**config.mk**
```make
export PLATFORM = sky130hd
export DESIGN_NAME = scit_mul
export DESIGN_NICKNAME = d
export VERILOG_FILES = /design/src/design/scit_pkg.sv /design/src/design/scit_mul.sv
export SDC_FILE = /design/constraint.sdc
export NUM_CORES = 1
export LEC_CHECK = 0
export ABC_CLOCK_PERIOD_IN_PS = 22300
export BUFFER_PORTS_ARGS = -buffer_cell sky130_fd_sc_hd__buf_2
export CAP_MARGIN = 20
export CORE_UTILIZATION = 30
export DETAILED_ROUTE_END_ITERATION = 10
export GPL_TIMING_DRIVEN = 0
export MAX_ROUTING_LAYER = met4
export PLACE_DENSITY_LB_ADDON = 0.3
export RECOVER_POWER = 100
export SLEW_MARGIN = 30
export SYNTH_ARGS = -nofsm -noshare
export SYNTH_HDL_FRONTEND = slang
export SYNTH_SLANG_ARGS = --single-unit
export TNS_END_PERCENT = 50
```
**constraint.sdc**
```tcl
create_clock -name clock -period 22.3 [get_ports clock]
set_clock_uncertainty 0.15 [all_clocks]
set_input_delay 3.345 -clock clock [delete_from_list [all_inputs] [get_ports clock]]
set_output_delay 3.345 -clock clock [all_outputs]
set_load 0.05 [all_outputs]
```
**src/design/scit_pkg.sv**
```systemverilog
// Shared constants for the sampled curve interpolate/integrate block.
// No dependencies; imported by every module of the block.
`default_nettype none
package scit_pkg;
   localparam int TABLE_DEPTH = 1024;
   localparam int ADDR_W      = 10;
   localparam int CNT_W       = 11;
   localparam int FRAC_BITS   = 16;
   localparam int OP_W        = 33;
   localparam int PROD_W      = 66;
   localparam int ACC_W       = 80;

   localparam logic [1:0] CMD_WRITE  = 2'd0;
   localparam logic [1:0] CMD_INTERP = 2'd1;
   localparam logic [1:0] CMD_INTEG  = 2'd2;

   localparam logic [1:0] STAT_OK    = 2'd0;
   localparam logic [1:0] STAT_FEW   = 2'd1;
   localparam logic [1:0] STAT_RANGE = 2'd2;
endpackage
`default_nettype wire

```
**src/design/scit_mul.sv**
```systemverilog
// Unsigned 33x33 multiplier, one 17x17 partial product per cycle.
// Depends on scit_pkg.
`default_nettype none
module scit_mul
   import scit_pkg::*;
(
   input  wire logic              clock,
   input  wire logic              reset,
   input  wire logic              start,
   input  wire logic [OP_W-1:0]   a,
   input  wire logic [OP_W-1:0]   b,
   output logic [PROD_W-1:0]      prod,
   output logic                   done
);
   logic [OP_W-1:0]   a_ff, b_ff;
   logic [PROD_W-1:0] acc_ff;
   logic [1:0]        step_ff;
   logic              busy_ff, done_ff;
   logic [16:0]       op_x, op_y;
   logic [33:0]       pp;
   logic [PROD_W-1:0] pp_sh;

   always_comb begin
      op_x = step_ff[1] ? {1'b0, a_ff[32:17]} : a_ff[16:0];
      op_y = step_ff[0] ? {1'b0, b_ff[32:17]} : b_ff[16:0];
      pp   = op_x * op_y;
      case (step_ff)
         2'd0:    pp_sh = {32'd0, pp};
         2'd1:    pp_sh = {15'd0, pp, 17'd0};
         2'd2:    pp_sh = {15'd0, pp, 17'd0};
         default: pp_sh = {pp[31:0], 34'd0};
      endcase
   end

   always_ff @(posedge clock) begin
      if (reset) begin
         busy_ff <= 1'b0;
         done_ff <= 1'b0;
         step_ff <= 2'd0;
      end else begin
         done_ff <= 1'b0;
         if (start) begin
            busy_ff <= 1'b1;
            step_ff <= 2'd0;
         end else if (busy_ff) begin
            step_ff <= step_ff + 2'd1;
            if (step_ff == 2'd3) begin
               busy_ff <= 1'b0;
               done_ff <= 1'b1;
            end
         end
      end
   end

   always_ff @(posedge clock) begin
      if (start) begin
         a_ff   <= a;
         b_ff   <= b;
         acc_ff <= '0;
      end else if (busy_ff) begin
         acc_ff <= acc_ff + pp_sh;
      end
   end

   assign prod = acc_ff;
   assign done = done_ff;
endmodule
`default_nettype wire

```
==> results of run 1 <==
## per-stage QoR
| step | hold slack, ns | cell area (sq um) | cells | utilization, % | setup WS [ns] |
|---|---|---|---|---|---|
| 2_1_floorplan | 0.471 | 18900 | 2150 | - | 12.79 |
| 3_3_place_gp | 0.311 | 20600 | 3122 | 33.3 | 9.93 |
| 3_5_place_dp | 0.316 | 20700 | 3123 | 33.4 | 9.92 |
| 4_1_cts | 0.328 | 21200 | 3155 | 34.3 | 9.85 |
| 5_1_grt | 0.348 | 21000 | 3155 | 33.8 | 7.89 |
| 6_report | 0.325 | 21000 | 3155 | 33.8 | 8.64 |
## final timing paths
kind         slack [ns]  depth (start not counted)  endpoint
max                8.64                         36  prod[65]
min                0.33                          2  prod[62]
max reg2reg        8.64                         36  prod[65]
min reg2reg        0.33                          2  prod[62]
## cells in the mapped netlist (26+ instances only)
cell type  instances  share of area, %
a21o_1            50               2.0
a21oi_1          107               2.8
clkbuf_1          65               1.3
dfxtp_1           70               7.4
edfxtp_1          66                10
fa_1             225                24
ha_1             175                12
inv_1            319               6.3
mux2_2            32               1.9
mux2i_1           68               3.6
nand2_1          269               5.3
nand4_1           26              0.86
nor2_1           227               4.5
o21ai_0           50               1.3
xnor2_1           54               2.5
xor2_1            26               1.2
## state kept, by name (all words and copies together) (netlist names)
register  flops
a_ff         33
b_ff         33
prod         66
step_ff       2
done          1
busy_ff       1
## kinds of logic (layout without fill, tap and decap cells)
| logic type | count (synthesis) | after routing | synth area share (%) |
|---|---|---|---|
| and+or+nand+nor | 656 | 656 | 15.2 |
| buffers and inverters | 406 | 574 | 8.36 |
| adders and majority gates | 400 | 400 | 35.4 |
| AOI/OAI and AO/OA | 370 | 370 | 13.6 |
| DFF | 136 | 136 | 17.9 |
| muxes | 101 | 101 | 5.59 |
| xor gates and xnor gates | 81 | 81 | 3.86 |
## layout make-up
| cell class | instances | area [sq um] |
|---|---|---|
| multi-input cells | 1608 | 13800 |
| clock inverters | 14 | 133 |
| plain buffers | 86 | 368 |
| fillers | 6586 | 41000 |
| inverters | 320 | 1200 |
| repair buffers | 136 | 593 |
| well taps | 837 | 1050 |
| flip-flops and latches | 136 | 3380 |
| clock buffers | 18 | 429 |
## layer usage
layer,up-vias,routed length [um],track usage (%)
li1,7440,-,-
met1,7998,26800,25.4
met2,416,29600,32.0
met3,99,3040,3.21
met4,0,1860,7.41
met5,-,0,-
## worst reg2reg max path: cells and delay by family, from the launching register on
| family | cells | cell delay, ns |
|---|---|---|
| muxes | 2 | 1.09 |
| DFF | 1 | 0.33 |
| buffers and inverters | 9 | 2.74 |
| AOI/OAI and AO/OA | 13 | 3.97 |
| xor gates and xnor gates | 1 | 0.51 |
| and+or+nand+nor | 3 | 1.15 |
| adders and majority gates | 8 | 3.62 |
==> metrics.log, run 1 <==
INFO  metric status = finished with violations
INFO  metric failed_checks = capacitance limit, slew limit
INFO  metric final_hold_fails = 0
INFO  metric layout-drive-gt1-share = 7.64%
INFO  metric antenna_found_initial = 0
INFO  metric cts-buffers-inserted = 17
INFO  metric synthesized_area = ~19000 sq um
INFO  metric grt_setup_unrepaired = no
INFO  metric cp.arrival = around 14 ns
INFO  metric clock_sinks = between 100 and 150
INFO  metric drt_first_iter_violations = ~1000
INFO  metric cp_common_cell = fa_1
INFO  metric tns = 0 ns
INFO  metric worst_slew_pin_slew = 2.80 ns
INFO  metric dp_hpwl = about 51000 um
INFO  metric htree_levels = 4
INFO  metric final_cell_mix = inv_1 (319), nand2_1 (269), nor2_1 (227)
INFO  metric post-cts-setup-buffer-count = 0
INFO  metric synth.net_count = between 2000 and 3000
INFO  metric insertion_delay = a little under 0.5 ns
INFO  metric cpLargestDelayFamily = compound AO/OA/AOI/OAI gates
INFO  metric fp.dieH = between 200 and 300 um
INFO  metric max-clock-path-buffers = 2
INFO  metric clock.fmax = 73.2 MHz
INFO  metric grt_first_pass_wirelength = between 90000 and 100000 um
INFO  metric syn2layout_area_growth = 10.9%
INFO  metric finalCriticalPeriod = 13.66 ns
INFO  metric path_buf_inv = 9
INFO  metric grt_start_max_net_pins = 51
INFO  metric most_used_dff_post_synth = dfxtp_1
INFO  metric coreArea = about 62000 sq um
INFO  metric num_rows = a little over 90
INFO  metric critPathLaunch = step_ff[1]
INFO  metric antenna_cells_inserted = 0
INFO  metric gate_count_post_synth = approximately 2200
INFO  metric num_vias = around 16000
INFO  metric routedWlPerCell = around 19 um
INFO  metric final_common_cell = inv_1
INFO  metric io_pins = about 140
INFO  metric fin_crit_sh = 61.2%
INFO  metric cts-resized-gates = 0
INFO  metric gpl.final_weighted_congestion = around 0.94
INFO  metric number_of_enable_type_register_cells_in_the_synthesized_netlist = between 60 and 70
INFO  metric number_of_drc_violations_after_detailed_routing = 0
INFO  metric portBuffers = 135
INFO  metric number_of_distinct_library_cell_variants_in_the_gate_level_netlist_after_synthesis = 94
INFO  metric routed_wl = 61300 um
INFO  metric postSynth.asyncResetShare = 0%
INFO  metric route.detailed.vias_per_inst = about 5.1
INFO  metric slew_headroom = -86.9%
INFO  metric maxSlewViolCount = 51
INFO  metric critical_path_peak_fanout = 10
INFO  metric grt_total_usage = around a fifth
INFO  metric die_width = about 250 um
INFO  metric worstReg2RegStart = step_ff[1]
INFO  metric critical_path.slowest_cell = clkbuf_1
INFO  metric synth-warning-count = 0
INFO  metric critical_path.endpoint_type = flip-flop
INFO  metric final-setup-viol-count = 0
INFO  metric min_from = prod[62]
INFO  metric cts.hold.buffers_added = 0
INFO  metric first_global_vias = around 16000
INFO  metric nature_of_the_critical_path_startpoint = flip-flop
INFO  metric timing.critical_path.required = about 23 ns
INFO  metric route.antenna.remaining_nets = 0
INFO  metric post_synth.cell_area_avg = between 8 and 9 sq um
INFO  metric timing.critical_path.slowest_cell_delay = slightly above 0.8 ns
INFO  metric die_area = roughly 64000 sq um
INFO  metric worstSetupPathType = reg -> reg
INFO  metric synth_seq_cells = roughly 140
INFO  metric cts.reportedPaths.clkPinSlew = approximately 0.07 ns
INFO  metric synth_sequential_area_ratio = between 15 and 20%
INFO  metric hold_class = reg -> reg
INFO  metric start_util = a little under a third
INFO  metric maxCapViolations = 1
INFO  metric globalRouteOverflowTotal = 0
INFO  metric design.final.nets = between 2000 and 3000
INFO  metric cts_tree = yes
INFO  metric detailedRoute.firstPassIterationCount = 5
INFO  metric clock_tree.root_cell = clkbuf_16
Power of run 1 is left out: the tool's default activity adds up to more than one toggle a clock period on the data nets, which glitch-free logic cannot reach.
==> run 2, diff against run 1 <==
--- a/config.mk
+++ b/config.mk
@@ -5,7 +5,8 @@
 export SDC_FILE = /design/constraint.sdc
 export NUM_CORES = 1
 export LEC_CHECK = 0
-export ABC_CLOCK_PERIOD_IN_PS = 22300
+export ABC_AREA = 1
+export ABC_CLOCK_PERIOD_IN_PS = 11160
 export BUFFER_PORTS_ARGS = -buffer_cell sky130_fd_sc_hd__buf_2
 export CAP_MARGIN = 20
 export CORE_UTILIZATION = 30
==> constraint.sdc (replaced) <==
create_clock -name clock -period 11.16 [get_ports clock]
set_clock_uncertainty 0.15 [all_clocks]
set_input_delay 1.674 -clock clock [delete_from_list [all_inputs] [get_ports clock]]
set_output_delay 1.674 -clock clock [all_outputs]
set_load 0.05 [all_outputs]
==> run 2 against run 1 <==
The flow still finishes with violations (capacitance limit, slew limit); synthesized area is 6.2% higher; sequential share of layout area is 0.95 points lower; cell count is 22% higher; sequential cell count stayed put; die area is 6.1% higher; setup slack worse by 7.9 ns; global-route usage is 1.2 points higher; register-to-register slack worse by 7.9 ns; critical path type unchanged; highest routed layer unchanged.
==> metrics.log, run 2 <==
INFO  metric status = finished with violations
INFO  metric failed_checks = capacitance limit, slew limit
INFO  metric layout-drive-gt1-share = just over 6%
INFO  metric cp-endpoint = prod[60]
INFO  metric clock_tree.root_cell = clkbuf_16
INFO  metric design.final.nets = between 3000 and 4000
INFO  metric cpLargestDelayFamily = adder cells
INFO  metric place_ws = about 1.1 ns
INFO  metric routed_wl = about 70000 um
INFO  metric cts_tree = yes
INFO  metric cts-resized-gates = 0
INFO  metric post-cts-setup-buffer-count = 0
INFO  metric setup.reg_to_reg.worst_slack = 0.75 ns
INFO  metric number_of_distinct_library_cell_variants_in_the_gate_level_netlist_after_synthesis = 46
INFO  metric clock_sinks = 136
INFO  metric multiInputGateArea = 14100 sq um
INFO  metric coreArea = between 60000 and 70000 sq um
INFO  metric end_of_the_worst_register_to_register_path = prod[60]
INFO  metric post_synth.cell_area_avg = around 7.1 sq um
INFO  metric start_util = between 30% and 40%
INFO  metric nature_of_the_critical_path_startpoint = flip-flop
INFO  metric grt_total_usage = a little over a fifth
INFO  metric postSynth.asyncResetShare = 0%
INFO  metric cts-buffers-inserted = 17
INFO  metric synth.net_count = 3278
INFO  metric die_width = 261 um
INFO  metric grt_start_max_net_pins = 48
INFO  metric gpl.final_weighted_congestion = approximately 1.0
INFO  metric maxCapViolations = 1
INFO  metric dp_hpwl = approximately 59000 um
INFO  metric synthesized_area = 20100 sq um
INFO  metric slew_headroom = -69.2%
INFO  metric final-setup-viol-count = 0
INFO  metric critPathLaunch = step_ff[1]
INFO  metric routedWlPerCell = ~18 um
INFO  metric fin_crit_sh = between 90 and 100%
INFO  metric synth_area_leaders = fa_1 (22%), inv_1 (11%), ha_1 (11%)
INFO  metric cp.arrival = 10.63 ns
INFO  metric timing.critical_path.required = between 10 and 15 ns
INFO  metric route.antenna.remaining_nets = 0
INFO  metric number_of_enable_type_register_cells_in_the_synthesized_netlist = between 60 and 70
INFO  metric first_global_vias = between 15000 and 20000
INFO  metric worstReg2RegStart = step_ff[1]
INFO  metric antenna_found_initial = 1
INFO  metric insertion_delay = 0.47 ns
INFO  metric gate_count_post_synth = 2809
INFO  metric worstRegToRegCells = 36
INFO  metric syn2layout_area_growth = 11.0%
INFO  metric max-clock-path-buffers = 2
INFO  metric critical_path_depth = 36
INFO  metric number_of_drc_violations_after_detailed_routing = 0
INFO  metric finalCriticalPeriod = about 10 ns
INFO  metric portBuffers = 135
INFO  metric worst_slew_pin_slew = 2.54 ns
INFO  metric synth_top_cells_by_count = inv_1 (591), nand2_1 (540), nor2_1 (451), fa_1 (225), ha_1 (175)
INFO  metric fp.dieH = ~260 um
INFO  metric synth_sequential_area_ratio = ~17%
INFO  metric cts.hold.buffers_added = 0
INFO  metric num_vias = 18600
INFO  metric maxSlewViolCount = 48
INFO  metric synthMostInstantiatedCell = inv_1
INFO  metric final_hold_fails = 0
INFO  metric htree_levels = 4
INFO  metric synth.top_cell.area_share = 22.5%
INFO  metric antenna_cells_inserted = 0
INFO  metric most_used_dff_post_synth = dfxtp_1
INFO  metric nFillCells = between 7000 and 8000
INFO  metric io_pins = 136
INFO  metric critical_path.endpoint_type = flip-flop
INFO  metric post_dp_cell_area = roughly 22000 sq um
INFO  metric largest_register_ffs = 66
INFO  metric cts.reportedPaths.clkPinSlew = 0.07 ns
INFO  metric clock.fmax = about 96 MHz
INFO  metric globalRouteOverflowTotal = 0
INFO  metric synth_seq_cells = 136
INFO  metric detailedRoute.firstPassIterationCount = 6
INFO  metric worstSetupPathType = reg -> reg
INFO  metric critical_path.slowest_cell = clkinv_1
INFO  metric synth-warning-count = 0
INFO  metric hold_class = reg -> reg
INFO  metric area_taken_by_flip_flops_and_latches = around 3400 sq um
INFO  metric grt_first_pass_wirelength = 105000 um
INFO  metric die_area = just under 70000 sq um
INFO  metric final_common_cell = inv_1
INFO  metric timing.critical_path.slowest_cell_delay = between 0.5 and 0.6 ns
INFO  metric num_rows = 94
INFO  metric path_buf_inv = 9
INFO  metric critical_path_peak_fanout = 10
INFO  metric grt_setup_unrepaired = no
INFO  metric final_cell_mix = inv_1 (591), nand2_1 (544), nor2_1 (452)
INFO  metric tns = 0 ns
INFO  metric synth_area_leader_cell = fa_1
INFO  metric stdcell_area = ~22000 sq um
INFO  metric drt_first_iter_violations = about 1500
INFO  metric finalWorstSetupSlack = about 0.75 ns
INFO  metric route.detailed.vias_per_inst = around 4.8
[run 2: cell count changes in the layout (fill, tap and decap cells not counted), moves of 21 or more]
| cell | previous run | this run |
|---|---|---|
| inv_1 | 319 | 591 |
| mux2i_1 | 58 | 0 |
| o21ai_0 | 55 | 105 |
| clkbuf_1 | 140 | 119 |
| nor2_1 | 227 | 452 |
| and2_1 | 23 | 1 |
| mux2_2 | 31 | 0 |
| or2_2 | 1 | 33 |
| a21o_1 | 50 | 18 |
| nand2_1 | 269 | 544 |
| xnor2_1 | 55 | 25 |
| nand3_1 | 19 | 102 |
[run 2: area by class of cell]
| class | count | share of cell area [%] |
|---|---|---|
| Timing Repair Buffer | 137 | 2.73 |
| Multi-Input combinational cell | 2013 | 63.5 |
| Sequential cell | 136 | 15.2 |
| Clock inverter | 14 | 0.579 |
| Tap cell | 864 | 4.86 |
| Clock buffer | 18 | 1.97 |
| Inverter | 605 | 10.2 |
| Buffer | 55 | 0.955 |
[run 2: cells by family after synthesis]
kind of cell / after synthesis / synth area share, %
compound gates: 361 / 10.5
xor+xnor: 59 / 2.58
fa+ha+maj: 400 / 33.4
buf+inv: 660 / 12.4
flops: 136 / 16.9
simple gates: 1193 / 24.3
[run 2: worst min-delay path by stage]
stage,start,to,depth (start not counted)
after detailed placement,prod[25],prod[25],2
after global routing,prod[25],prod[25],2
after CTS,prod[25],prod[25],2
after global placement,prod[45],prod[45],4
final,prod[25],prod[25],2
after floorplan,busy_ff,prod[2],4
[run 2: metal layers]
layer  GRT usage (%)  part of all wire [%]  vias to the layer above
met3            1.84                   6.4                       95
met1            29.0                    45                     8895
met4            7.03                   3.0                        0
met2            32.9                    45                      610
li1                -                     -                     8989
met5               -                     0                        -
[run 2: tightest hold or removal path, stage by stage (launching register included)]
cell and delay, ns:
dfxtp_1 0.38, o221ai_1 0.12, inv_1 0.05
[run 2: per-stage QoR]
stage	util, %	cells	hold slack [ns]
4_1_cts	34.0	3842	0.429
5_1_grt	33.7	3842	0.445
2_1_floorplan	-	2809	0.546
3_3_place_gp	33.1	3808	0.417
3_5_place_dp	33.1	3810	0.413
6_report	33.7	3842	0.431
Power of run 2 is left out for the same reason.
