===== src/design/scit_pkg.sv =====
// Shared constants for the sampled curve interpolate/integrate block.
// No dependencies; imported by every module of the block.
`default_nettype none
package scit_pkg;
   localparam int TABLE_DEPTH = 1024;
   localparam int ADDR_W      = 10;
   localparam int CNT_W       = 11;
   localparam int FRAC_BITS   = 16;
   localparam int OP_W        = 33;
   localparam int PROD_W      = 66;
   localparam int ACC_W       = 80;

   localparam logic [1:0] CMD_WRITE  = 2'd0;
   localparam logic [1:0] CMD_INTERP = 2'd1;
   localparam logic [1:0] CMD_INTEG  = 2'd2;

   localparam logic [1:0] STAT_OK    = 2'd0;
   localparam logic [1:0] STAT_FEW   = 2'd1;
   localparam logic [1:0] STAT_RANGE = 2'd2;
endpackage
`default_nettype wire


===== src/design/scit_div.sv =====
// Restoring divider, 66-bit dividend by 33-bit divisor, one quotient bit a cycle.
// Depends on scit_pkg.
`default_nettype none
module scit_div
   import scit_pkg::*;
(
   input  wire logic              clock,
   input  wire logic              reset,
   input  wire logic              start,
   input  wire logic [PROD_W-1:0] num,
   input  wire logic [OP_W-1:0]   den,
   output logic [PROD_W-1:0]      quo,
   output logic                   done
);
   localparam int STEP_W = $clog2(PROD_W);

   logic [PROD_W-1:0] num_ff;
   logic [OP_W-1:0]   rem_ff, den_ff;
   logic [STEP_W-1:0] cnt_ff;
   logic              busy_ff, done_ff;
   logic [OP_W:0]     rem_sh;
   logic              ge;
   logic [OP_W:0]     diff;

   always_comb begin
      rem_sh = {rem_ff, num_ff[PROD_W-1]};
      ge     = rem_sh >= {1'b0, den_ff};
      diff   = rem_sh - {1'b0, den_ff};
   end

   always_ff @(posedge clock) begin
      if (reset) begin
         busy_ff <= 1'b0;
         done_ff <= 1'b0;
         cnt_ff  <= '0;
      end else begin
         done_ff <= 1'b0;
         if (start) begin
            busy_ff <= 1'b1;
            cnt_ff  <= '0;
         end else if (busy_ff) begin
            cnt_ff <= cnt_ff + 1'b1;
            if (cnt_ff == STEP_W'(PROD_W - 1)) begin
               busy_ff <= 1'b0;
               done_ff <= 1'b1;
            end
         end
      end
   end

   always_ff @(posedge clock) begin
      if (start) begin
         num_ff <= num;
         den_ff <= den;
         rem_ff <= '0;
      end else if (busy_ff) begin
         num_ff <= {num_ff[PROD_W-2:0], ge};
         rem_ff <= ge ? diff[OP_W-1:0] : rem_sh[OP_W-1:0];
      end
   end

   assign quo  = num_ff;
   assign done = done_ff;
endmodule
`default_nettype wire


===== config.mk =====
export PLATFORM = sky130hd
export DESIGN_NAME = scit_div
export DESIGN_NICKNAME = d
export VERILOG_FILES = /design/src/design/scit_pkg.sv /design/src/design/scit_div.sv
export SDC_FILE = /design/constraint.sdc
export NUM_CORES = 1
export LEC_CHECK = 0
export BUFFER_PORTS_ARGS = -buffer_cell sky130_fd_sc_hd__buf_2
export CAP_MARGIN = 20
export CORE_ASPECT_RATIO = 0.75
export CORE_UTILIZATION = 45
export CTS_CLUSTER_DIAMETER = 150
export DETAILED_ROUTE_END_ITERATION = 10
export GPL_ROUTABILITY_DRIVEN = 1
export MAX_ROUTING_LAYER = met4
export PLACE_DENSITY = 0.68
export SLEW_MARGIN = 20
export SYNTH_ARGS = -nofsm -noshare
export SYNTH_HDL_FRONTEND = slang
export SYNTH_SLANG_ARGS = --single-unit

===== constraint.sdc =====
create_clock -name clock -period 5 [get_ports clock]
set_clock_uncertainty 0.1 [all_clocks]
set_input_delay 0.5 -clock clock [delete_from_list [all_inputs] [get_ports clock]]
set_output_delay 0.5 -clock clock [all_outputs]
set_load 0.005 [all_outputs]

==> results.md, run 1 <==
- The arrival time of the worst setup path is 3960 ps.
- The number of buffers inserted by port buffering is 168.
- TritonCTS built the clock tree.
- The multi-input gate area in the final layout is 3460 sq um.
- Headroom to the max-slew limit came out at 0.259.
- The routed via count divided by cell count is 5.44.
- In the final layout, the share of cells above drive strength 1 is 0.323.
- The prevailing post-synth register cell is edfxtp_1.
- In this run the power density over the cells is 375 nW/um^2.
- The number of clock buffers added by TritonCTS is 17.
- The maximum number of buffers from clock root to sink is 2.
- The worst voltage drop across the vdd grid is 194 uV.
- The total grt overflow is 0.
- In this run the post-CTS setup repair buffer count came out at 0.
- The leakage power figure is 3.86 nW.
- For this design, the CTS-stage hold fixing added 0 buffers.
- Setup repair after global routing left no endpoint under its margin.
- For met2 alone, demand over resource in global routing was 0.309.
- For this design the top-level I/O count stands at 169.
- At the end of routability-driven placement, the weighted congestion stood at 0.904.
- The actual transition at the worst max-transition pin is 1110 ps.
- Grouping stages by cell kind, the critical path spends the most delay in simple AND/OR/NAND/NOR gates.
- The net count of the finished layout is 1000.
- After detailed routing, the number of remaining DRC violations is 2.
- The kind of launch point of the worst setup path is a register.
- The routed via count is 5908.
- Of the total power, the share spent switching nets is 0.281.
- For this configuration, the core starts out at a cell density of 0.468.
- Based on the critical path, the design can be clocked at up to 0.264 GHz.
- The first detailed-routing pass took 8 iterations.
- The count of final hold-check violations is 0.
- The cell area after synthesis is 7620 sq um.
- Across all hold checks on the routed design, the worst slack comes to 138 ps.
- On the critical path, the stage with the largest delay is an instance of or2_1.
- Internal power comes to 2.48 mW.
- The sequential cells in the finished layout cover a total of 3810 sq um.
- Clock latency on the worst-skew pair, taken at its later pin, is 430 ps.
- The global-route wire length before repair is 29100 um.
- Traced cell by cell, the critical path runs through inv_1 > ha_1 > and3_1 > nand4_1 > or4_1 > a311oi_2 > or2_1 > mux2_2 > mux2i_1 > a211oi_1.
- A synthesized cell averages 10.8 sq um.
- After global routing, the most crowded layer is met2.
- The horizontal extent of the die is 152 um.
- The count of unique library cells instantiated by Yosys is 64.
- After routing the design area is 9200 sq um.
- The share of synthesized area in the top cell type comes to 0.390.
- The area after detailed placement is 8580 sq um.
- The DRC violation total after the first TritonRoute iteration is 473.
- The part of the total power dissipated in combinational logic is 0.203.
- The path type of the worst setup path is reg -> reg.
- The half-perimeter wire length of the detailed placement result is 12900 um.
- In this run, synthesis produced a sequential element count of 141.
- Relative to the synthesized area, the layout overhead comes to 20.7%.
- STA classifies the critical path endpoint as a register.
- The class of the most critical hold timing path is in -> reg.
- The switching power is 968 uW.
- The final layout contains routed wiring with a total length of 17800 um.
- The share of the Yosys chip area taken by registers is 0.501.
- The synthesized design spends more area on one cell type than any other, namely edfxtp_1.
- The count of maximum capacitance violations is 0.
- The finished layout holds 1086 standard cells, fillers aside.
- For met3 alone, demand over resource in global routing was 0.0625.
- The final number of max-transition violations is 0.
- The setup-violating endpoint count in the final report is 0.
- The CTS root buffer is clkbuf_16.
- The number of fillers in the final layout is 1394.
- After detailed placement, the design holds a cell count of 1053.
- The via count of the first global-routing pass is 5631.
- For this run, asynchronously set or reset flops after synthesis account for 0.
- The initial antenna violation count came to 1.
- The combined buffer and inverter count along the critical path is 1.
- On the worst path, the slowest cell contributes a delay of 900 ps.
- For met1 alone, demand over resource in global routing was 0.302.
- Of the total power, the clock network draws 0.380.
- The portion of total power attributed to sequential cells is 0.417.
- The clock slew at the register clock pins of the worst setup and hold paths is 60 ps.
- The maximum fanout along the worst path is 25.
- The area of the placeable core is 16300 sq um.
- The floorplan has 40 rows.
- In this run the number of H-tree levels came out at 4.
- Counting every net in the synthesized netlist gives 845.
- After technology mapping, the gate count stands at 707.
- The die covers 17500 sq um.
- CTS saw 141 sinks.
- After synthesis, the cell types taking the most area are edfxtp_1 39%, dfxtp_1 11%, mux2_2 10%.
- For the worst setup path, the data required time is 5180 ps.
- The setup total negative slack is 0 ps.
- The final critical-path required period is 3790 ps.
- The total of cells resized after clock tree synthesis is 0.
- In the global route stage, overall resource usage came out at 0.220.
- The y dimension of the die is 115 um.
- The pin count of the biggest net entering global routing is 56.
- Counting flops with a built-in enable in the synthesized netlist gives 99.
- The share of the clock period used by the worst path after layout is 0.757.
- After detailed routing, the average wire length per cell comes to 16.4 um.
- The synthesis warning total is 0.
- The flow ran to the end, but the final reports show violations.
- The count of nets left with antenna violations once routing finished came out at 0.
- The checks that failed: DRC.
## cell families (layout without fill, tap and decap cells)
logic type,Yosys count,after routing,synth area share
AND/OR/NAND/NOR,198,198,0.119
AO/OA/AOI/OAI,153,153,0.137
flip-flops,141,141,0.501
buffers and inverters,80,248,0.0460
multiplexers,74,74,0.109
adder cells (fa/ha/maj),36,36,0.0601
XOR/XNOR,25,25,0.0287
other,0,1,0
## worst reg2reg max path, stage by stage, from the launching register on
cell	delay, ps
edfxtp_1	320
inv_1	40
ha_1	440
and3_1	210
nand4_1	120
or4_1	560
a311oi_2	350
or2_1	900
mux2_2	420
mux2i_1	130
a211oi_1	60
## synthesized netlist by cell type (5+ instances only)
| cell | number |
|---|---|
| a21o_1 | 12 |
| dfxtp_1 | 42 |
| or3_1 | 5 |
| mux2i_1 | 5 |
| a21oi_1 | 46 |
| mux2_2 | 69 |
| a211oi_1 | 14 |
| a311oi_1 | 15 |
| ha_1 | 35 |
| nand4_1 | 12 |
| xor2_1 | 9 |
| nor2_1 | 66 |
| edfxtp_1 | 99 |
| nor3_1 | 13 |
| inv_1 | 41 |
| xnor2_1 | 16 |
| clkbuf_1 | 18 |
| buf_1 | 10 |
| nand3_1 | 11 |
| o21ai_0 | 24 |
| and3_1 | 5 |
| nand2_1 | 64 |
## power by group through the flow
stage / Sequential (mW) / Clock (mW) / Combinational (mW)
after floorplan: 1.45 / 0 / 0.490
after global placement: 1.46 / 0 / 0.690
after detailed placement: 1.46 / 0 / 0.690
after CTS: 1.44 / 1.34 / 0.695
after global routing: 1.45 / 1.38 / 0.776
final: 1.44 / 1.31 / 0.699
## state kept, by name (all words and copies together), names as in the netlist
| register | cells |
|---|---|
| busy_ff | 1 |
| cnt_ff | 7 |
| den_ff | 33 |
| done | 1 |
| quo | 66 |
| rem_ff | 33 |
## layout by cell type (no fill, tap or decap), drive strengths merged, types with 14 or more instances in the layout
cell	Yosys	routed
nor2	66	66
edfxtp	99	99
mux2	69	69
xnor2	16	16
ha	35	35
inv	41	48
buf	21	175
a311oi	16	16
clkbuf	18	19
a211oi	14	14
dfxtp	42	42
a21oi	46	46
o21ai	25	25
nand2	65	65
## metrics by stage
step,power [mW],util,setup slack [ps]
2_1_floorplan,1.94,-,1990
3_3_place_gp,2.15,0.528,1360
3_5_place_dp,2.15,0.528,1230
4_1_cts,3.47,0.565,1240
5_1_grt,3.61,0.565,968
6_report,3.45,0.565,1210
## area by class of cell
cell class,instances,share of cell area
clock inverter,13,0.0191
clock buffer,19,0.0471
multi-input combinational,486,0.376
antenna,1,0.000272
tap,210,0.0286
timing repair buffer,175,0.0974
inverter,41,0.0167
sequential,141,0.415
## metal layers
metal	vias to the layer above	routed length, um
li1	2914	-
met1	2771	8940
met2	198	7260
met3	25	1260
met4	0	309
met5	-	0
## final timing paths
path                                               from                      end  slack [ps]  depth (start not counted)
worst max register to register      den_ff[8]$_DFFE_PP_  rem_ff[28]$_SDFFE_PP0P_        1210                         10
worst min-delay path                              reset       busy_ff$_SDFF_PP0_         140                          2
worst max-delay path                den_ff[8]$_DFFE_PP_  rem_ff[28]$_SDFFE_PP0P_        1210                         10
worst min register to register  rem_ff[23]$_SDFFE_PP0P_  rem_ff[24]$_SDFFE_PP0P_         400                          2
Note: power is estimated with default switching activity, not from simulation.
==> inputs of run 2 (changes only) <==
--- a/config.mk
+++ b/config.mk
@@ -13,7 +13,7 @@
 export DETAILED_ROUTE_END_ITERATION = 10
 export GPL_ROUTABILITY_DRIVEN = 1
 export MAX_ROUTING_LAYER = met4
-export PLACE_DENSITY = 0.68
+export PLACE_DENSITY = 0.71
 export SLEW_MARGIN = 20
 export SYNTH_ARGS = -nofsm -noshare
 export SYNTH_HDL_FRONTEND = slang
==> constraint.sdc (replaced) <==
create_clock -name clock -period 3.4 [get_ports clock]
set_clock_uncertainty 0.1 [all_clocks]
set_input_delay 0.34 -clock clock [delete_from_list [all_inputs] [get_ports clock]]
set_output_delay 0.34 -clock clock [all_outputs]
set_load 0.005 [all_outputs]
==> run 2 against run 1 <==
- the run still ends with DRC left
- final cell count grew 3.8%
- worst hold slack got worse by 120 ps
- critical endpoint is now rem_ff[23]$_SDFFE_PP0P_
- sequential power increased by 47%
- non-clock buffer count increased by 41
- count of clock-buffer cells in the layout is 1 lower
- utilization up 2.4 points
- setup slack worse by 920 ps
==> results.md, run 2 (synthesis results as in run 1) <==
- The post-detailed-routing wire length is 18600 um.
- The half-perimeter wire length of the detailed placement result is 13400 um.
- The routed design could run at a clock period as short as 3110 ps.
- The number of buffers inserted by port buffering is 168.
- Across all layers, the routed design uses 6067 vias.
- The library cells used most frequently in the layout, excluding fill and tap cells, are 167 x buf_2, 99 x edfxtp_1, 69 x mux2_2, 65 x nor2_1, 64 x nand2_1.
- The total grt overflow is 0.
- The total iterations of the first detailed-routing run is 10.
- Setup violations remaining at the end of the flow were counted as 0.
- Data on the critical path is required at its endpoint by 3570 ps.
- Measured against its own limit, the worst slew margin works out to 0.611.
- The number of gates on the worst path with buffers counted is 14.
- The global-route wire length before repair is 30100 um.
- The final number of max-transition violations is 0.
- The combined buffer and inverter count along the critical path is 4.
- The kind of launch point of the worst setup path is a register.
- The clock drives 141 sinks.
- The number of cell rows is 40.
- The CTS root buffer is clkbuf_16.
- The post-synthesis to final-layout area growth is 25.7%.
- In this run the static leakage power is 4.03 nW.
- The worst reg2reg path depth is 14.
- The die is 152 um wide.
- The pin count of the biggest net entering global routing is 67.
- Of all nets on the critical path, the largest fanout is 25.
- The average wire length per cell after detail routing is 16.5 um.
- The path type of the worst setup path is reg -> reg.
- The most common cell after layout, fill and taps aside is buf_2.
- The DRC violation count after routing is 2.
- The class of the most critical hold timing path is in -> reg.
- The area after detailed placement is 8700 sq um.
- The net count of the finished layout is 1041.
- The critical path's most frequent cell is inv_1.
- Clock-pin slew was measured on the worst setup and hold paths at 60 ps.
- In this run, the number of DRC markers left after iteration 0 of detailed routing was 456.
- The die covers 17500 sq um.
- The y dimension of the die is 115 um.
- The initial antenna violation count is 1.
- The residual antenna-violating net count after detailed routing is 0.
- For this run, the total global-route usage over all layers was measured as 0.229.
- The via count of the first global-routing pass is 5848.
- The largest stage delay on the critical path is 420 ps.
- The highest-delay cell along the critical path is fa_1.
- The later-pin clock latency in the skew report is 420 ps.
- Setup repair after global routing left no endpoint under its margin.
- The count of final hold-check violations is 0.
- The routed via count divided by cell count is 5.38.
- Walking the worst path, the cells encountered are inv_1 > ha_1 > inv_1 > fa_1 > a21oi_2 > o211ai_1 > a21oi_1 > a311oi_2 > buf_4 > nor2_2 > buf_12 > nor2_1 > a221oi_1 > a211oi_1.
- The highest achievable clock rate is 0.321 GHz.
- The flow ran to the end, but the final reports show violations.
- The number of H-tree levels is 4.
- The share of the clock period used by the worst path after layout is 0.915.
- The maximum number of buffers from clock root to sink is 2.
- The number of buffers created by CTS is 17.
- The worst hold path cell count is 1.
- The arrival time of the worst setup path is 3280 ps.
- Power spread over the standard cell area amounts to 515 nW/um^2.
- The ratio of cells with drive above 1 in the final layout is 0.322.
- The area of the placeable core is 16300 sq um.
- The worst voltage drop across the vdd grid is 286 uV.
- STA classifies the critical path endpoint as a register.
- The checks that failed: DRC.
- For the pin with the worst max-slew slack, the measured transition is 583 ps.
- Grouping stages by cell kind, the critical path spends the most delay in compound AO/OA/AOI/OAI gates.
- The final standard cell area without fillers is 9580 sq um.
- In the final timing run, aggregate negative setup slack is 0 ps.
- At the end of routability-driven placement, the weighted congestion stood at 0.951.
- The starting utilization of the core area is 0.468.
- The flip-flop count of the largest register, all copies and words added is 66.
- The count of maximum capacitance violations is 0.
- The TritonCTS clock tree is done.
- In this run the count of I/O pins placed on the die edge is 169.
- The buffers inserted during post-CTS setup optimization is 0.
[run 2: cell types whose count changed in the layout (fill, tap and decap cells not counted), moves of 2 or more]
cell           previous run  this run
dlygate4sd3_1             0        32
buf_4                     8        13
buf_12                    0         4
clkinv_4                  1         5
bufinv_16                 3         0
inv_6                     6         4
o31ai_1                   4         2
o31ai_2                   0         2
[run 2: what timing repair did]
action	4_1_cts	5_1_grt
setup endpoints to repair	0	4
resized for setup	0	3
hold buffers	32	0
endpoints found under the hold margin	32	0
[run 2: path summary, 6_finish.rpt]
path	start	slack [ps]	to
max	quo[65]$_DFFE_PP_	290	rem_ff[23]$_SDFFE_PP0P_
min	den[16]	20	den_ff[16]$_DFFE_PP_
max reg2reg	quo[65]$_DFFE_PP_	290	rem_ff[23]$_SDFFE_PP0P_
min reg2reg	cnt_ff[6]$_SDFFE_PP0P_	390	cnt_ff[6]$_SDFFE_PP0P_
[run 2: layout make-up]
| class | count | area, sq um |
|---|---|---|
| sequential | 141 | 3810 |
| antenna | 1 | 2.50 |
| clock buffer | 18 | 429 |
| inverter | 41 | 154 |
| multi-input combinational | 486 | 3470 |
| timing repair buffer | 216 | 1330 |
| clock inverter | 14 | 111 |
| tap | 210 | 263 |
| fill | 1396 | 6690 |
[run 2: layer usage]
metal	vias up	share of wire	global-route usage
li1	2997	-	-
met1	2835	0.47	0.307
met2	218	0.44	0.333
met3	17	0.078	0.0700
met4	0	0.012	0.0667
met5	-	0	-
[run 2: worst register-to-register path: cells and delay by family, from the launching register on]
kind	cells	cell delay (ps)
simple gates	2	210
flops	1	400
fa+ha+maj	2	590
buf+inv	4	490
compound gates	6	1180
[run 2: stage by stage]
| stage | setup WS (ps) | cells | utilization | power (mW) | hold WS (ps) |
|---|---|---|---|---|---|
| floorplan | 393 | 707 | - | 2.86 | 312 |
| global route | 72.8 | 1127 | 0.589 | 5.18 | 0.593 |
| global placement | 346 | 1062 | 0.535 | 3.20 | 375 |
| CTS | 159 | 1126 | 0.588 | 4.96 | 7.66 |
| finish | 289 | 1127 | 0.589 | 4.93 | 21.3 |
| detailed placement | 199 | 1062 | 0.535 | 3.21 | 380 |
[run 2: power breakdown]
part	internal (mW)	switching, mW	leakage [nW]
registers	2.02	0.0985	1.33
logic	0.510	0.596	2.43
clock network	0.945	0.761	0.265
total	3.48	1.45	4.03
